--- config.mk ---
export PLATFORM = sky130hd
export DESIGN_NAME = first_fit_memory_allocator
export DESIGN_NICKNAME = d
export VERILOG_FILES = /design/src/rtl/core/ffa_pkg.sv /design/src/rtl/core/first_fit_memory_allocator.sv /design/src/rtl/core/ffa_ram.sv /design/src/rtl/core/ffa_sequencer.sv /design/src/rtl/core/ffa_datapath.sv
export SDC_FILE = /design/constraint.sdc
export NUM_CORES = 2
export LEC_CHECK = 0
export BUFFER_PORTS_ARGS = -buffer_cell sky130_fd_sc_hd__buf_2
export CORE_MARGIN = 10
export CORE_UTILIZATION = 55
export DETAILED_ROUTE_END_ITERATION = 12
export HOLD_SLACK_MARGIN = 0.02
export PLACE_DENSITY = 0.7
export SLEW_MARGIN = 20
export SYNTH_ARGS = -nofsm -noshare
export SYNTH_HDL_FRONTEND = slang
export SYNTH_HIERARCHICAL = 1
export SYNTH_SLANG_ARGS = --single-unit
--- constraint.sdc ---
create_clock -name clock -period 3.9 [get_ports clock]
set_input_delay 1.17 -clock clock [delete_from_list [all_inputs] [get_ports clock]]
set_output_delay 1.17 -clock clock [all_outputs]
set_load 0.05 [all_outputs]
--- src/rtl/core/ffa_pkg.sv ---
// shared types, codes and control store of the first-fit allocator
package ffa_pkg;

   // command codes carried by a request
   localparam logic [1:0] CMD_ALLOC  = 2'd0;
   localparam logic [1:0] CMD_ERASE  = 2'd1;
   localparam logic [1:0] CMD_DEFRAG = 2'd2;

   typedef logic [2:0] status_type;

   // response status codes
   localparam status_type ST_ALLOCATED = 3'd0;
   localparam status_type ST_NO_SPACE  = 3'd1;
   localparam status_type ST_ILLEGAL   = 3'd2;
   localparam status_type ST_ERASED    = 3'd3;
   localparam status_type ST_DEFRAG    = 3'd4;

   // datapath operations driven by one control word
   typedef enum logic [3:0] {
      OP_NOP,
      OP_ACCEPT,
      OP_SCAN_START,
      OP_ALLOC_SCAN,
      OP_ERASE_SCAN,
      OP_DEFRAG_SCAN,
      OP_FILL_HANDLE,
      OP_FILL_ZERO,
      OP_CLEAR_START,
      OP_RESP,
      OP_RESP_ALLOC,
      OP_RESP_ERASE
   } op_type;

   // branch conditions tested by the sequencer
   typedef enum logic [3:0] {
      C_NONE,
      C_ALWAYS,
      C_DISPATCH,
      C_ALLOC_BAD,
      C_RUN_HIT,
      C_NOT_LIM_END,
      C_NOT_MEM_END,
      C_FILL_MORE,
      C_HANDLE_ZERO,
      C_RESP_FREE
   } cond_type;

   typedef logic [4:0] step_type;

   // program step addresses
   localparam step_type S_IDLE      = 5'd0;
   localparam step_type S_A_CHK     = 5'd1;
   localparam step_type S_A_SCAN    = 5'd2;
   localparam step_type S_NOSPACE   = 5'd3;
   localparam step_type S_A_FILL    = 5'd4;
   localparam step_type S_A_DONE    = 5'd5;
   localparam step_type S_E_CHK     = 5'd6;
   localparam step_type S_E_SCAN    = 5'd7;
   localparam step_type S_E_DONE    = 5'd8;
   localparam step_type S_D_START   = 5'd9;
   localparam step_type S_D_SCAN    = 5'd10;
   localparam step_type S_D_FILL    = 5'd11;
   localparam step_type S_D_DONE    = 5'd12;
   localparam step_type S_ILL       = 5'd13;
   localparam step_type S_CLR_START = 5'd14;
   localparam step_type S_CLR       = 5'd15;
   localparam step_type S_CLR_DONE  = 5'd16;

   // one control word: jump on jmp_cond, else hold on wait_cond, else step on
   typedef struct packed {
      op_type     op;
      cond_type   jmp_cond;
      step_type   target;
      cond_type   wait_cond;
      status_type status;
   } uword_type;

   // sequencer to datapath
   typedef struct packed {
      op_type     op;
      status_type status;
   } ctrl_type;

   // datapath to sequencer
   typedef struct packed {
      logic alloc_bad;
      logic run_hit;
      logic lim_end;
      logic mem_end;
      logic fill_more;
      logic handle_zero;
      logic resp_free;
   } flags_type;

   function automatic uword_type uw(op_type op, cond_type jc, step_type tgt,
                                    cond_type wc, status_type st);
      uword_type w;
      w.op        = op;
      w.jmp_cond  = jc;
      w.target    = tgt;
      w.wait_cond = wc;
      w.status    = st;
      return w;
   endfunction

   // control store
   function automatic uword_type ucode(step_type s);
      uword_type w;
      case (s)
         S_IDLE:      w = uw(OP_ACCEPT, C_DISPATCH, S_IDLE, C_ALWAYS, ST_ILLEGAL);
         S_A_CHK:     w = uw(OP_SCAN_START, C_ALLOC_BAD, S_NOSPACE, C_NONE, ST_NO_SPACE);
         S_A_SCAN:    w = uw(OP_ALLOC_SCAN, C_RUN_HIT, S_A_FILL, C_NOT_LIM_END,
                             ST_NO_SPACE);
         S_NOSPACE:   w = uw(OP_RESP, C_RESP_FREE, S_IDLE, C_ALWAYS, ST_NO_SPACE);
         S_A_FILL:    w = uw(OP_FILL_HANDLE, C_NONE, S_IDLE, C_FILL_MORE, ST_ALLOCATED);
         S_A_DONE:    w = uw(OP_RESP_ALLOC, C_RESP_FREE, S_IDLE, C_ALWAYS, ST_ALLOCATED);
         S_E_CHK:     w = uw(OP_SCAN_START, C_HANDLE_ZERO, S_E_DONE, C_NONE, ST_ILLEGAL);
         S_E_SCAN:    w = uw(OP_ERASE_SCAN, C_NONE, S_IDLE, C_NOT_MEM_END, ST_ERASED);
         S_E_DONE:    w = uw(OP_RESP_ERASE, C_RESP_FREE, S_IDLE, C_ALWAYS, ST_ERASED);
         S_D_START:   w = uw(OP_SCAN_START, C_NONE, S_IDLE, C_NONE, ST_DEFRAG);
         S_D_SCAN:    w = uw(OP_DEFRAG_SCAN, C_NONE, S_IDLE, C_NOT_MEM_END, ST_DEFRAG);
         S_D_FILL:    w = uw(OP_FILL_ZERO, C_NONE, S_IDLE, C_FILL_MORE, ST_DEFRAG);
         S_D_DONE:    w = uw(OP_RESP, C_RESP_FREE, S_IDLE, C_ALWAYS, ST_DEFRAG);
         S_ILL:       w = uw(OP_RESP, C_RESP_FREE, S_IDLE, C_ALWAYS, ST_ILLEGAL);
         S_CLR_START: w = uw(OP_CLEAR_START, C_NONE, S_IDLE, C_NONE, ST_ILLEGAL);
         S_CLR:       w = uw(OP_FILL_ZERO, C_NONE, S_IDLE, C_FILL_MORE, ST_ILLEGAL);
         S_CLR_DONE:  w = uw(OP_NOP, C_ALWAYS, S_IDLE, C_NONE, ST_ILLEGAL);
         default:     w = uw(OP_NOP, C_ALWAYS, S_IDLE, C_NONE, ST_ILLEGAL);
      endcase
      return w;
   endfunction

endpackage

--- src/rtl/core/first_fit_memory_allocator.sv ---
// top level of the first-fit allocator with compaction
//
// Requests enter on the req_ stream: a command (allocate, erase, defragment)
// with an allocation size and an erase handle. Each request gives exactly one
// response on the rsp_ stream: a status and, for a granted allocation, the
// handle. Requests are handled one at a time by a microcoded sequencer that
// walks the owner map memory one word per cycle through its read port.
// An allocate scans the owner map up to the first fit and then fills the
// requested size; an erase scans the whole map; a defragment runs a
// compaction scan over the whole map, then clears the tail.
// A new request is taken in the cycle after a response is loaded, even while
// that response still waits on rsp_tready; the next response then waits in
// the sequencer until the output register is free.
// After reset the owner map is cleared in a pass during which req_tready
// stays low; CSR writes are accepted at any time.
// The memory_size register (byte address 0) limits where allocate may place
// blocks; it should be changed only while no request is in flight.
module first_fit_memory_allocator import ffa_pkg::*; #(
   parameter int MEM_WORDS = 128
) (
   input  logic        clock,
   input  logic        reset,
   // request stream
   input  logic        req_tvalid,
   output logic        req_tready,
   input  logic [31:0] req_tdata,   // command[1:0], alloc_size[9:2], erase_handle[25:10]
   // response stream
   output logic        rsp_tvalid,
   input  logic        rsp_tready,
   output logic [23:0] rsp_tdata,   // status[2:0], handle[18:3]
   // register port
   input  logic        csr_psel,
   input  logic        csr_penable,
   input  logic        csr_pwrite,
   input  logic [2:0]  csr_paddr,
   input  logic [31:0] csr_pwdata,
   output logic [31:0] csr_prdata,
   output logic        csr_pready
);

   localparam logic REG_MEMORY_SIZE = 1'b0;

   logic [7:0]  memory_size_ff, memory_size_in;
   ctrl_type    ctrl;
   flags_type   flags;
   status_type  rsp_status;
   logic [15:0] rsp_handle;
   logic        csr_write;

   // register write and read back
   always_comb begin
      csr_write      = csr_psel && csr_penable && csr_pwrite && csr_pready;
      memory_size_in = memory_size_ff;
      if (csr_write && (csr_paddr[2] == REG_MEMORY_SIZE)) begin
         memory_size_in = csr_pwdata[7:0];
      end
      csr_prdata = (csr_paddr[2] == REG_MEMORY_SIZE) ? {24'd0, memory_size_ff} : 32'd0;
   end

   assign csr_pready = 1'b1;

   always_ff @(posedge clock) begin
      if (reset) begin
         memory_size_ff <= 8'd128;
      end else begin
         memory_size_ff <= memory_size_in;
      end
   end

   ffa_sequencer u_sequencer (
      .clock       (clock),
      .reset       (reset),
      .req_valid   (req_tvalid),
      .req_command (req_tdata[1:0]),
      .flags       (flags),
      .ctrl        (ctrl)
   );

   ffa_datapath #(
      .MEM_WORDS (MEM_WORDS)
   ) u_datapath (
      .clock            (clock),
      .reset            (reset),
      .ctrl             (ctrl),
      .req_valid        (req_tvalid),
      .req_alloc_size   (req_tdata[9:2]),
      .req_erase_handle (req_tdata[25:10]),
      .memory_size      (memory_size_ff),
      .rsp_ready        (rsp_tready),
      .flags            (flags),
      .rsp_valid        (rsp_tvalid),
      .rsp_status       (rsp_status),
      .rsp_handle       (rsp_handle)
   );

   // stream side
   assign req_tready = (ctrl.op == OP_ACCEPT);
   assign rsp_tdata  = {5'd0, rsp_handle, rsp_status};

endmodule

--- src/rtl/core/ffa_ram.sv ---
// generic single-write, single-read memory with registered read data
module ffa_ram #(
   parameter int WIDTH = 16,
   parameter int DEPTH = 128
) (
   input  logic                                     clock,
   input  logic                                     wr_en,
   input  logic [((DEPTH > 1) ? $clog2(DEPTH) : 1)-1:0] wr_addr,
   input  logic [WIDTH-1:0]                         wr_data,
   input  logic [((DEPTH > 1) ? $clog2(DEPTH) : 1)-1:0] rd_addr,
   output logic [WIDTH-1:0]                         rd_data
);

   logic [WIDTH-1:0] mem [DEPTH];

   // write port and registered read port
   always_ff @(posedge clock) begin
      if (wr_en) begin
         mem[wr_addr] <= wr_data;
      end
      rd_data <= mem[rd_addr];
   end

endmodule

--- src/rtl/core/ffa_sequencer.sv ---
// microcode sequencer: step counter, control store and branch logic
module ffa_sequencer import ffa_pkg::*; (
   input  logic      clock,
   input  logic      reset,
   input  logic      req_valid,
   input  logic [1:0] req_command,
   input  flags_type flags,
   output ctrl_type  ctrl
);

   step_type  step_ff;
   step_type  step_in;
   uword_type word;

   function automatic logic cond_met(cond_type c, flags_type f, logic rv);
      logic m;
      case (c)
         C_NONE:        m = 1'b0;
         C_ALWAYS:      m = 1'b1;
         C_DISPATCH:    m = rv;
         C_ALLOC_BAD:   m = f.alloc_bad;
         C_RUN_HIT:     m = f.run_hit;
         C_NOT_LIM_END: m = !f.lim_end;
         C_NOT_MEM_END: m = !f.mem_end;
         C_FILL_MORE:   m = f.fill_more;
         C_HANDLE_ZERO: m = f.handle_zero;
         C_RESP_FREE:   m = f.resp_free;
         default:       m = 1'b0;
      endcase
      return m;
   endfunction

   function automatic step_type dispatch(logic [1:0] cmd);
      step_type s;
      case (cmd)
         CMD_ALLOC:  s = S_A_CHK;
         CMD_ERASE:  s = S_E_CHK;
         CMD_DEFRAG: s = S_D_START;
         default:    s = S_ILL;
      endcase
      return s;
   endfunction

   // fetch and next-step selection
   always_comb begin
      word        = ucode(step_ff);
      ctrl.op     = word.op;
      ctrl.status = word.status;
      if (cond_met(word.jmp_cond, flags, req_valid)) begin
         step_in = (word.jmp_cond == C_DISPATCH) ? dispatch(req_command) : word.target;
      end else if (cond_met(word.wait_cond, flags, req_valid)) begin
         step_in = step_ff;
      end else begin
         step_in = step_ff + 5'd1;
      end
   end

   // step counter, starts with the owner map clearing pass
   always_ff @(posedge clock) begin
      if (reset) begin
         step_ff <= S_CLR_START;
      end else begin
         step_ff <= step_in;
      end
   end

endmodule

--- src/rtl/core/ffa_datapath.sv ---
// owner map, scan counters, handle counter and response register
module ffa_datapath import ffa_pkg::*; #(
   parameter int MEM_WORDS = 128
) (
   input  logic        clock,
   input  logic        reset,
   input  ctrl_type    ctrl,
   input  logic        req_valid,
   input  logic [7:0]  req_alloc_size,
   input  logic [15:0] req_erase_handle,
   input  logic [7:0]  memory_size,
   input  logic        rsp_ready,
   output flags_type   flags,
   output logic        rsp_valid,
   output status_type  rsp_status,
   output logic [15:0] rsp_handle
);

   localparam int AW = (MEM_WORDS > 1) ? $clog2(MEM_WORDS) : 1;
   localparam int CW = $clog2(MEM_WORDS + 1);
   localparam logic [CW-1:0] MEM_END   = CW'(MEM_WORDS);
   localparam logic [AW-1:0] LAST_ADDR = AW'(MEM_WORDS - 1);

   logic [7:0]    size_ff, size_in;
   logic [15:0]   handle_ff, handle_in;
   logic [AW-1:0] chk_ff, chk_in;
   logic [7:0]    run_ff, run_in;
   logic          found_ff, found_in;
   logic [CW-1:0] ptr_ff, ptr_in;
   logic [CW-1:0] end_ff, end_in;
   logic [15:0]   next_handle_ff, next_handle_in;
   logic          rsp_valid_ff, rsp_valid_in;
   status_type    rsp_status_ff, rsp_status_in;
   logic [15:0]   rsp_handle_ff, rsp_handle_in;

   logic          wr_en;
   logic [AW-1:0] wr_addr;
   logic [15:0]   wr_data;
   logic [AW-1:0] rd_addr;
   logic [15:0]   rd_data;

   logic [CW-1:0] lim;
   logic [CW-1:0] chk_next;
   logic [7:0]    run_new;
   logic          resp_free;

   ffa_ram #(
      .WIDTH (16),
      .DEPTH (MEM_WORDS)
   ) u_owner_map (
      .clock   (clock),
      .wr_en   (wr_en),
      .wr_addr (wr_addr),
      .wr_data (wr_data),
      .rd_addr (rd_addr),
      .rd_data (rd_data)
   );

   // usable words, scan position and run length
   always_comb begin
      if (32'(memory_size) > MEM_WORDS) begin
         lim = MEM_END;
      end else begin
         lim = CW'(memory_size);
      end
      chk_next  = CW'(chk_ff) + CW'(1);
      run_new   = (rd_data == 16'd0) ? run_ff + 8'd1 : 8'd0;
      resp_free = !rsp_valid_ff || rsp_ready;
   end

   // status flags for the sequencer
   always_comb begin
      flags.alloc_bad   = (size_ff == 8'd0) || (next_handle_ff == 16'd0) ||
                          (lim == '0);
      flags.run_hit     = (run_new == size_ff);
      flags.lim_end     = (chk_next == lim);
      flags.mem_end     = (chk_ff == LAST_ADDR);
      flags.fill_more   = (ptr_ff != end_ff) && ((ptr_ff + CW'(1)) != end_ff);
      flags.handle_zero = (handle_ff == 16'd0);
      flags.resp_free   = resp_free;
   end

   // operation decode
   always_comb begin
      size_in        = size_ff;
      handle_in      = handle_ff;
      chk_in         = chk_ff;
      run_in         = run_ff;
      found_in       = found_ff;
      ptr_in         = ptr_ff;
      end_in         = end_ff;
      next_handle_in = next_handle_ff;
      rsp_valid_in   = rsp_valid_ff && !rsp_ready;
      rsp_status_in  = rsp_status_ff;
      rsp_handle_in  = rsp_handle_ff;
      wr_en          = 1'b0;
      wr_addr        = ptr_ff[AW-1:0];
      wr_data        = 16'd0;
      rd_addr        = '0;
      case (ctrl.op)
         OP_ACCEPT: begin
            if (req_valid) begin
               size_in   = req_alloc_size;
               handle_in = req_erase_handle;
            end
         end
         OP_SCAN_START: begin
            chk_in   = '0;
            run_in   = 8'd0;
            found_in = 1'b0;
            ptr_in   = '0;
            end_in   = MEM_END;
         end
         OP_ALLOC_SCAN: begin
            rd_addr = chk_next[AW-1:0];
            chk_in  = chk_next[AW-1:0];
            run_in  = run_new;
            if (run_new == size_ff) begin
               ptr_in = chk_next - CW'(size_ff);
               end_in = chk_next;
            end
         end
         OP_ERASE_SCAN: begin
            rd_addr = chk_next[AW-1:0];
            chk_in  = chk_next[AW-1:0];
            if (rd_data == handle_ff) begin
               wr_en    = 1'b1;
               wr_addr  = chk_ff;
               found_in = 1'b1;
            end
         end
         OP_DEFRAG_SCAN: begin
            rd_addr = chk_next[AW-1:0];
            chk_in  = chk_next[AW-1:0];
            if (rd_data != 16'd0) begin
               wr_en   = 1'b1;
               wr_data = rd_data;
               ptr_in  = ptr_ff + CW'(1);
            end
         end
         OP_FILL_HANDLE, OP_FILL_ZERO: begin
            if (ptr_ff != end_ff) begin
               wr_en   = 1'b1;
               wr_data = (ctrl.op == OP_FILL_HANDLE) ? next_handle_ff : 16'd0;
               ptr_in  = ptr_ff + CW'(1);
            end
         end
         OP_CLEAR_START: begin
            ptr_in = '0;
            end_in = MEM_END;
         end
         OP_RESP: begin
            if (resp_free) begin
               rsp_valid_in  = 1'b1;
               rsp_status_in = ctrl.status;
               rsp_handle_in = 16'd0;
            end
         end
         OP_RESP_ALLOC: begin
            if (resp_free) begin
               rsp_valid_in   = 1'b1;
               rsp_status_in  = ST_ALLOCATED;
               rsp_handle_in  = next_handle_ff;
               next_handle_in = next_handle_ff + 16'd1;
            end
         end
         OP_RESP_ERASE: begin
            if (resp_free) begin
               rsp_valid_in  = 1'b1;
               rsp_status_in = found_ff ? ST_ERASED : ST_ILLEGAL;
               rsp_handle_in = 16'd0;
            end
         end
         default: begin
         end
      endcase
   end

   // control registers
   always_ff @(posedge clock) begin
      if (reset) begin
         next_handle_ff <= 16'd1;
         rsp_valid_ff   <= 1'b0;
      end else begin
         next_handle_ff <= next_handle_in;
         rsp_valid_ff   <= rsp_valid_in;
      end
   end

   // payload registers
   always_ff @(posedge clock) begin
      size_ff       <= size_in;
      handle_ff     <= handle_in;
      chk_ff        <= chk_in;
      run_ff        <= run_in;
      found_ff      <= found_in;
      ptr_ff        <= ptr_in;
      end_ff        <= end_in;
      rsp_status_ff <= rsp_status_in;
      rsp_handle_ff <= rsp_handle_in;
   end

   assign rsp_valid  = rsp_valid_ff;
   assign rsp_status = rsp_status_ff;
   assign rsp_handle = rsp_handle_ff;

endmodule
# Yosys cells after proc, flatten, opt, wreduce, memory -nomap -nowiden
# Memories as Yosys holds them, arrays and structs flattened. A register that Yosys moved wholly into a read port is not among the register bits.
# Cells that the tools add are included.
# classes
order_cmp	1
reduce_logical	38
addsub	6
mux	45
n_bitwise	1
eq_ne	46
# ops
operator	count
two-way mux 16 bit	5
one-hot mux 16 bit (2 select lines)	2
two-way mux 8 bit	7
equality test 4 x 3 -> 1 bit (second input constant)	12
logical NOT 16 bit	3
equality test 4 bit (second input constant)	8
one-hot mux 8 bit (2 select lines)	2
one-hot mux 8 bit (4 select lines)	1
two-way mux 5 bit	5
equality test 4 x 2 -> 1 bit (second input constant)	6
two-way mux 7 bit	3
one-hot mux 1 bit (9 select lines)	2
adder 16 x 1 -> 16 bit (second input constant)	1
adder 8 x 1 -> 8 bit (second input constant)	2
equality test 16 bit	1
equality test 8 bit	2
logical NOT 8 bit	2
inequality test 2 x 1 -> 1 bit (second input constant)	8
inequality test 8 bit	2
nonzero test 16 bit	1
one-hot mux 7 bit (2 select lines)	1
equality test 4 x 1 -> 1 bit (second input constant)	3
one-hot mux 4 bit (3 select lines)	1
two-way mux 1 bit	10
other kinds (25)	47
# word_totals
memories	2
out_inout_bits	59
romBits	576
inputBits	74
regBits	105
mem_bits_rw	2048
# memory_table
name	depth	width	rd	rd_clocked_by_memory_dff	write_ports	line	text
u_datapath.u_owner_map.mem	128	16	1	1	1	ffa_ram.sv:14	logic [WIDTH-1:0] mem [DEPTH];
(no name shown)	32	18	1	1	0	ffa_pkg.sv:109	case (s)

# Depth between registers and ports, before layout
# logic_depth
word_depth	10
mapped_depth	17

# Cells and area by module
# The synthesis kept the hierarchy.
# by_module_without_submodules
mod	area_per_inst_um2	cells_each	n_inst	seq_area_each_um2
ffa_ram	78522.8	3086	1	61819.3
ffa_datapath	5405.2	510	1	2592.5
ffa_sequencer	1466.4	179	1	400.4
first_fit_memory_allocator	671.9	76	1	160.2

# Worst setup path before layout
# OpenSTA, ideal clock, no wires.
# synth_path
path_kind	flip-flop to flip-flop
start	reg u_datapath.run_ff[1]
end	reg, netlist name u_sequencer/word[12]
path_buffers	0
required_ps	3770
setup_slack_ps	-390
arrival_time_ps	4161
setup_ps	130
stages_incl_launch_ff	18
path_cell_list	edfxtp_1 > ha_1 > nand3_1 > or3_1 > a211o_2 > o32ai_1 > nor2_1 > and4bb_2 > nor2b_1 > o21ai_1 > a211oi_4 > nand2_1 > a31oi_1 > inv_1 > ha_1 > or3_1 > a31oi_1 > o21ai_1
# synth_lines
item	line	text
start, declared	ffa_datapath.sv:27	logic [7:0] run_ff, run_in;
start signal, assigned	ffa_datapath.sv:195	run_ff <= run_in;

==> impl_metrics.env <==
export IMPL_fin_crit_sh=1.01
export IMPL_finalHoldViolations=0
export IMPL_area_growth_pct=16.0
export IMPL_rows=145
export IMPL_setup_slack_ns=-0.0250
export IMPL_cts_tree="yes"
export IMPL_reg2regPathDepth=16
export IMPL_die_w_um=416
export IMPL_synth_edf_count=2123
export IMPL_finalSetupViolCount=4
export IMPL_path_cells="nor4_2, nand4_1, or4_1, nand3_1, and4bb_2, nor2b_4, o21ai_4, a211oi_4, buf_6, nand2_4, a31oi_4, inv_2, ha_4, or3_4, a31oi_4, o21ai_2"
export IMPL_worstSetupPathType="register to register"
export IMPL_coreArea_um2=156000
export IMPL_dp_cells=6189
export IMPL_max_freq_mhz=255
export IMPL_critPathLaunchType="register"
export IMPL_synth_cell_types=80
export IMPL_viasPerCell=6.36
export IMPL_cp_max_fo=5
export IMPL_synth_cells=3851
export IMPL_clock_sinks=2184
export IMPL_root_buffer="clkbuf_16"
export IMPL_path_buf_inv=2
export IMPL_grt_pass1_vias=42200
export IMPL_power_leakage_nw=30.2
export IMPL_relSlewSlack=0.317
export IMPL_rrSetupSlack_ns=-0.03
export IMPL_io_buffers=70
export IMPL_htree_levels=4
export IMPL_path_clk_slew_ns=0.06
export IMPL_rsz0062_at_grt="true"
export IMPL_grt_first_pass_wirelength_mm=300
export IMPL_start_util=0.552
export IMPL_grt_overflow=0
export IMPL_cts_buffer_depth=3
export IMPL_tightest_slew_ns=1.02
export IMPL_path_common_cell="a31oi_4"
export IMPL_io_pins=133
export IMPL_hold_class="input port to register"
export IMPL_reg2reg_to="u_sequencer/word[12]"
export IMPL_min_path_cells=1
export IMPL_r2r_start="u_datapath/u_owner_map/rd_data[3]"
export IMPL_dpl_hpwl_mm=125
export IMPL_status="finished with violations"
export IMPL_dieArea_um2=173000
export IMPL_syn_area_um2=86100
export IMPL_drc=0
export IMPL_drt_iter0_markers=5390
export IMPL_seqPwrFrac=0.446
export IMPL_final_nets=4459
export IMPL_dieHeight_um=416
export IMPL_violations="setup timing"
export IMPL_clock_skew_ns=0.0597
export IMPL_p_clk_frac=0.329
export IMPL_power_per_cell_area_nw_per_um2=602
export IMPL_pre_cts_ws_ns=-0.262
export IMPL_syn_area_per_cell_um2=22.3
export IMPL_worstSkewPairLatency_ns=0.86
export IMPL_yosysWarnings=6
export IMPL_worst_path_max_delay_cell="or4_1"
export IMPL_crit_required_ns=4.63
export IMPL_slowest_delay_ns=0.59
export IMPL_final_util=0.641
export IMPL_routed_wl_mm=204
export IMPL_layout_drive_gt1_share=0.361
export IMPL_cp_top_family="simple AND/OR/NAND/NOR gates"
export IMPL_end_kind="register"
export IMPL_final_cells=6599
export IMPL_async_flop_share=0
export IMPL_setup_tns_ns=-0.0729
export IMPL_layout_commonest_cell="edfxtp_1"
export IMPL_min_from="req_tdata[17]"
export IMPL_fillers=10000
export IMPL_yosysSeqAreaShare=0.755
export IMPL_synth_ff_type="edfxtp_1"
export IMPL_finalCriticalPeriod_ns=3.93
export IMPL_cts_buffers=209
export IMPL_power_switching_mw=16.4
export IMPL_antenna_left=0
export IMPL_dr_pass1_iters=6
export IMPL_antenna_found_initial=11
export IMPL_p_int_mw=43.7
export IMPL_layout_common_cells="edfxtp_1, mux4_2, buf_4"
export IMPL_grt_usage=0.236
export IMPL_ys_ff_latch=2184
export IMPL_min_to="u_datapath/handle_ff[7]"
export IMPL_max_cap_viol_count=0
export IMPL_ir_drop_uv=386
export IMPL_pwr_share_comb=0.224
export IMPL_grt_max_degree=129
export IMPL_swShare=0.273
export IMPL_wl_per_cell_um=30.9
export IMPL_slew_violations=0
export IMPL_vias=41900
export IMPL_arrival_ns=4.65
export IMPL_gp_congestion=0.850
worst max-delay path by stage:
| stage | cells after the start | start | to | slack, ns |
|---|---|---|---|---|
| floorplan | 11 | u_sequencer/word[4] | u_datapath/u_owner_map/mem[102][0] | -0.07 |
| global placement | 18 | u_datapath/run_ff[1] | u_sequencer/word[4] | -0.27 |
| detailed placement | 18 | u_datapath/run_ff[1] | u_sequencer/word[4] | -0.26 |
| CTS | 11 | u_sequencer/word[4] | u_datapath/u_owner_map/mem[82][9] | -0.06 |
| global route | 18 | u_datapath/run_ff[1] | u_sequencer/word[12] | -0.17 |
| finish | 16 | u_datapath/u_owner_map/rd_data[3] | u_sequencer/word[12] | -0.03 |
cell families (layout without fill, tap and decap cells):
| logic type | Yosys count | in the layout | share of synthesized area |
|---|---|---|---|
| buf+inv | 262 | 922 | 0.0143 |
| simple gates | 460 | 461 | 0.0272 |
| compound gates | 133 | 133 | 0.0108 |
| other cells | 2 | 31 | 0.0000873 |
| xor+xnor | 74 | 74 | 0.00818 |
| fa+ha+maj | 22 | 22 | 0.00329 |
| flops | 2184 | 2184 | 0.755 |
| mux | 714 | 714 | 0.181 |
power by group through the flow:
stage / sequential, mW / combinational (mW) / clock [mW]
after floorplan: 27.6 / 7.60 / 0
after global placement: 27.3 / 12.8 / 0
after detailed placement: 27.3 / 12.9 / 0
after CTS: 26.8 / 13.2 / 20.1
after global routing: 26.9 / 14.2 / 21.1
final: 26.8 / 13.5 / 19.8
worst register-to-register path: stages, from the launching register on:
cell and delay, ns:
dfxtp_1 0.32, nor4_2 0.34, nand4_1 0.25, or4_1 0.59
nand3_1 0.10, and4bb_2 0.28, nor2b_4 0.17, o21ai_4 0.08
a211oi_4 0.26, buf_6 0.17, nand2_4 0.06, a31oi_4 0.27
inv_2 0.09, ha_4 0.18, or3_4 0.40, a31oi_4 0.19
o21ai_2 0.07
routing by layer:
layer / GRT usage / vias up / routed length (um) / share of wire
li1: - / 17300 / - / -
met1: 0.343 / 22300 / 81000 / 0.40
met2: 0.367 / 2092 / 97900 / 0.48
met3: 0.0490 / 299 / 19500 / 0.096
met4: 0.0681 / 2 / 5600 / 0.027
met5: 0 / - / 12 / 0.000059
state kept, by name (all words and copies together), names as in the netlist, 3 cells and up:
name                            cells
u_datapath/chk_ff                   7
u_datapath/handle_ff               16
u_datapath/ptr_ff                   8
memory_size_ff                      8
u_datapath/run_ff                   8
u_sequencer/step_ff                 5
u_datapath/rsp_status               3
u_datapath/end_ff                   8
u_datapath/size_ff                  8
u_datapath/rsp_handle              16
u_datapath/next_handle_ff          16
u_datapath/u_owner_map/mem       2048
u_sequencer/word                   15
u_datapath/u_owner_map/rd_data     16
timing repair:
item | CTS | global route
setup buffers | 7 | 10
hold buffers | 0 | 0
endpoints found under the setup margin | 282 | 2073
pin swaps | 23 | 18
resized for setup | 46 | 50
cloned | 0 | 3
final cells by class:
class | instances | area [um2] | share of cell area
clock buffers | 252 | 5440 | 0.0545
well taps | 2058 | 2570 | 0.0258
inverters | 34 | 130 | 0.00130
repair buffers | 500 | 4700 | 0.0471
multi-input cells | 1434 | 20700 | 0.208
diodes | 1 | 2.50 | 0.0000251
flip-flops and latches | 2184 | 65000 | 0.651
clock inverters | 136 | 1280 | 0.0128
synth_stat cells (all sizes together), types with 4 or more instances:
cell type / count / area (um2)
edfxtp: 2123 / 63800
mux4: 673 / 15200
nor2: 184 / 691
buf: 128 / 714
clkbuf: 100 / 388
dfxtp: 61 / 1220
nand2: 55 / 206
nand3: 42 / 210
xnor2: 35 / 307
xor2: 35 / 307
inv: 34 / 128
a21oi: 28 / 144
mux2: 26 / 293
nand2b: 26 / 163
nor3: 25 / 125
o21ai: 25 / 125
nor2b: 24 / 150
ha: 21 / 263
and2: 17 / 106
a22o: 16 / 141
nor4: 16 / 134
mux2i: 15 / 150
nand4: 14 / 93.8
or3: 12 / 75.1
a21o: 8 / 60.1
a31oi: 8 / 50.1
and2b: 8 / 70.1
and3: 8 / 50.1
o22ai: 7 / 43.8
o32ai: 6 / 52.6
a211oi: 5 / 50.1
and4: 5 / 45.0
nor3b: 5 / 42.5
nor4b: 5 / 56.3
o211ai: 4 / 30.0
xnor3: 4 / 91.3
per-stage QoR:
stage / cell area [um2] / hold slack, ns / power [mW]
detailed placement: 92500 / 0.525 / 40.2
floorplan: 86300 / 0.467 / 35.2
global placement: 92500 / 0.493 / 40.1
finish: 99800 / 0.492 / 60.1
CTS: 99500 / 0.429 / 60.2
global route: 99800 / 0.452 / 62.1
(Power assumes the default switching activity.)
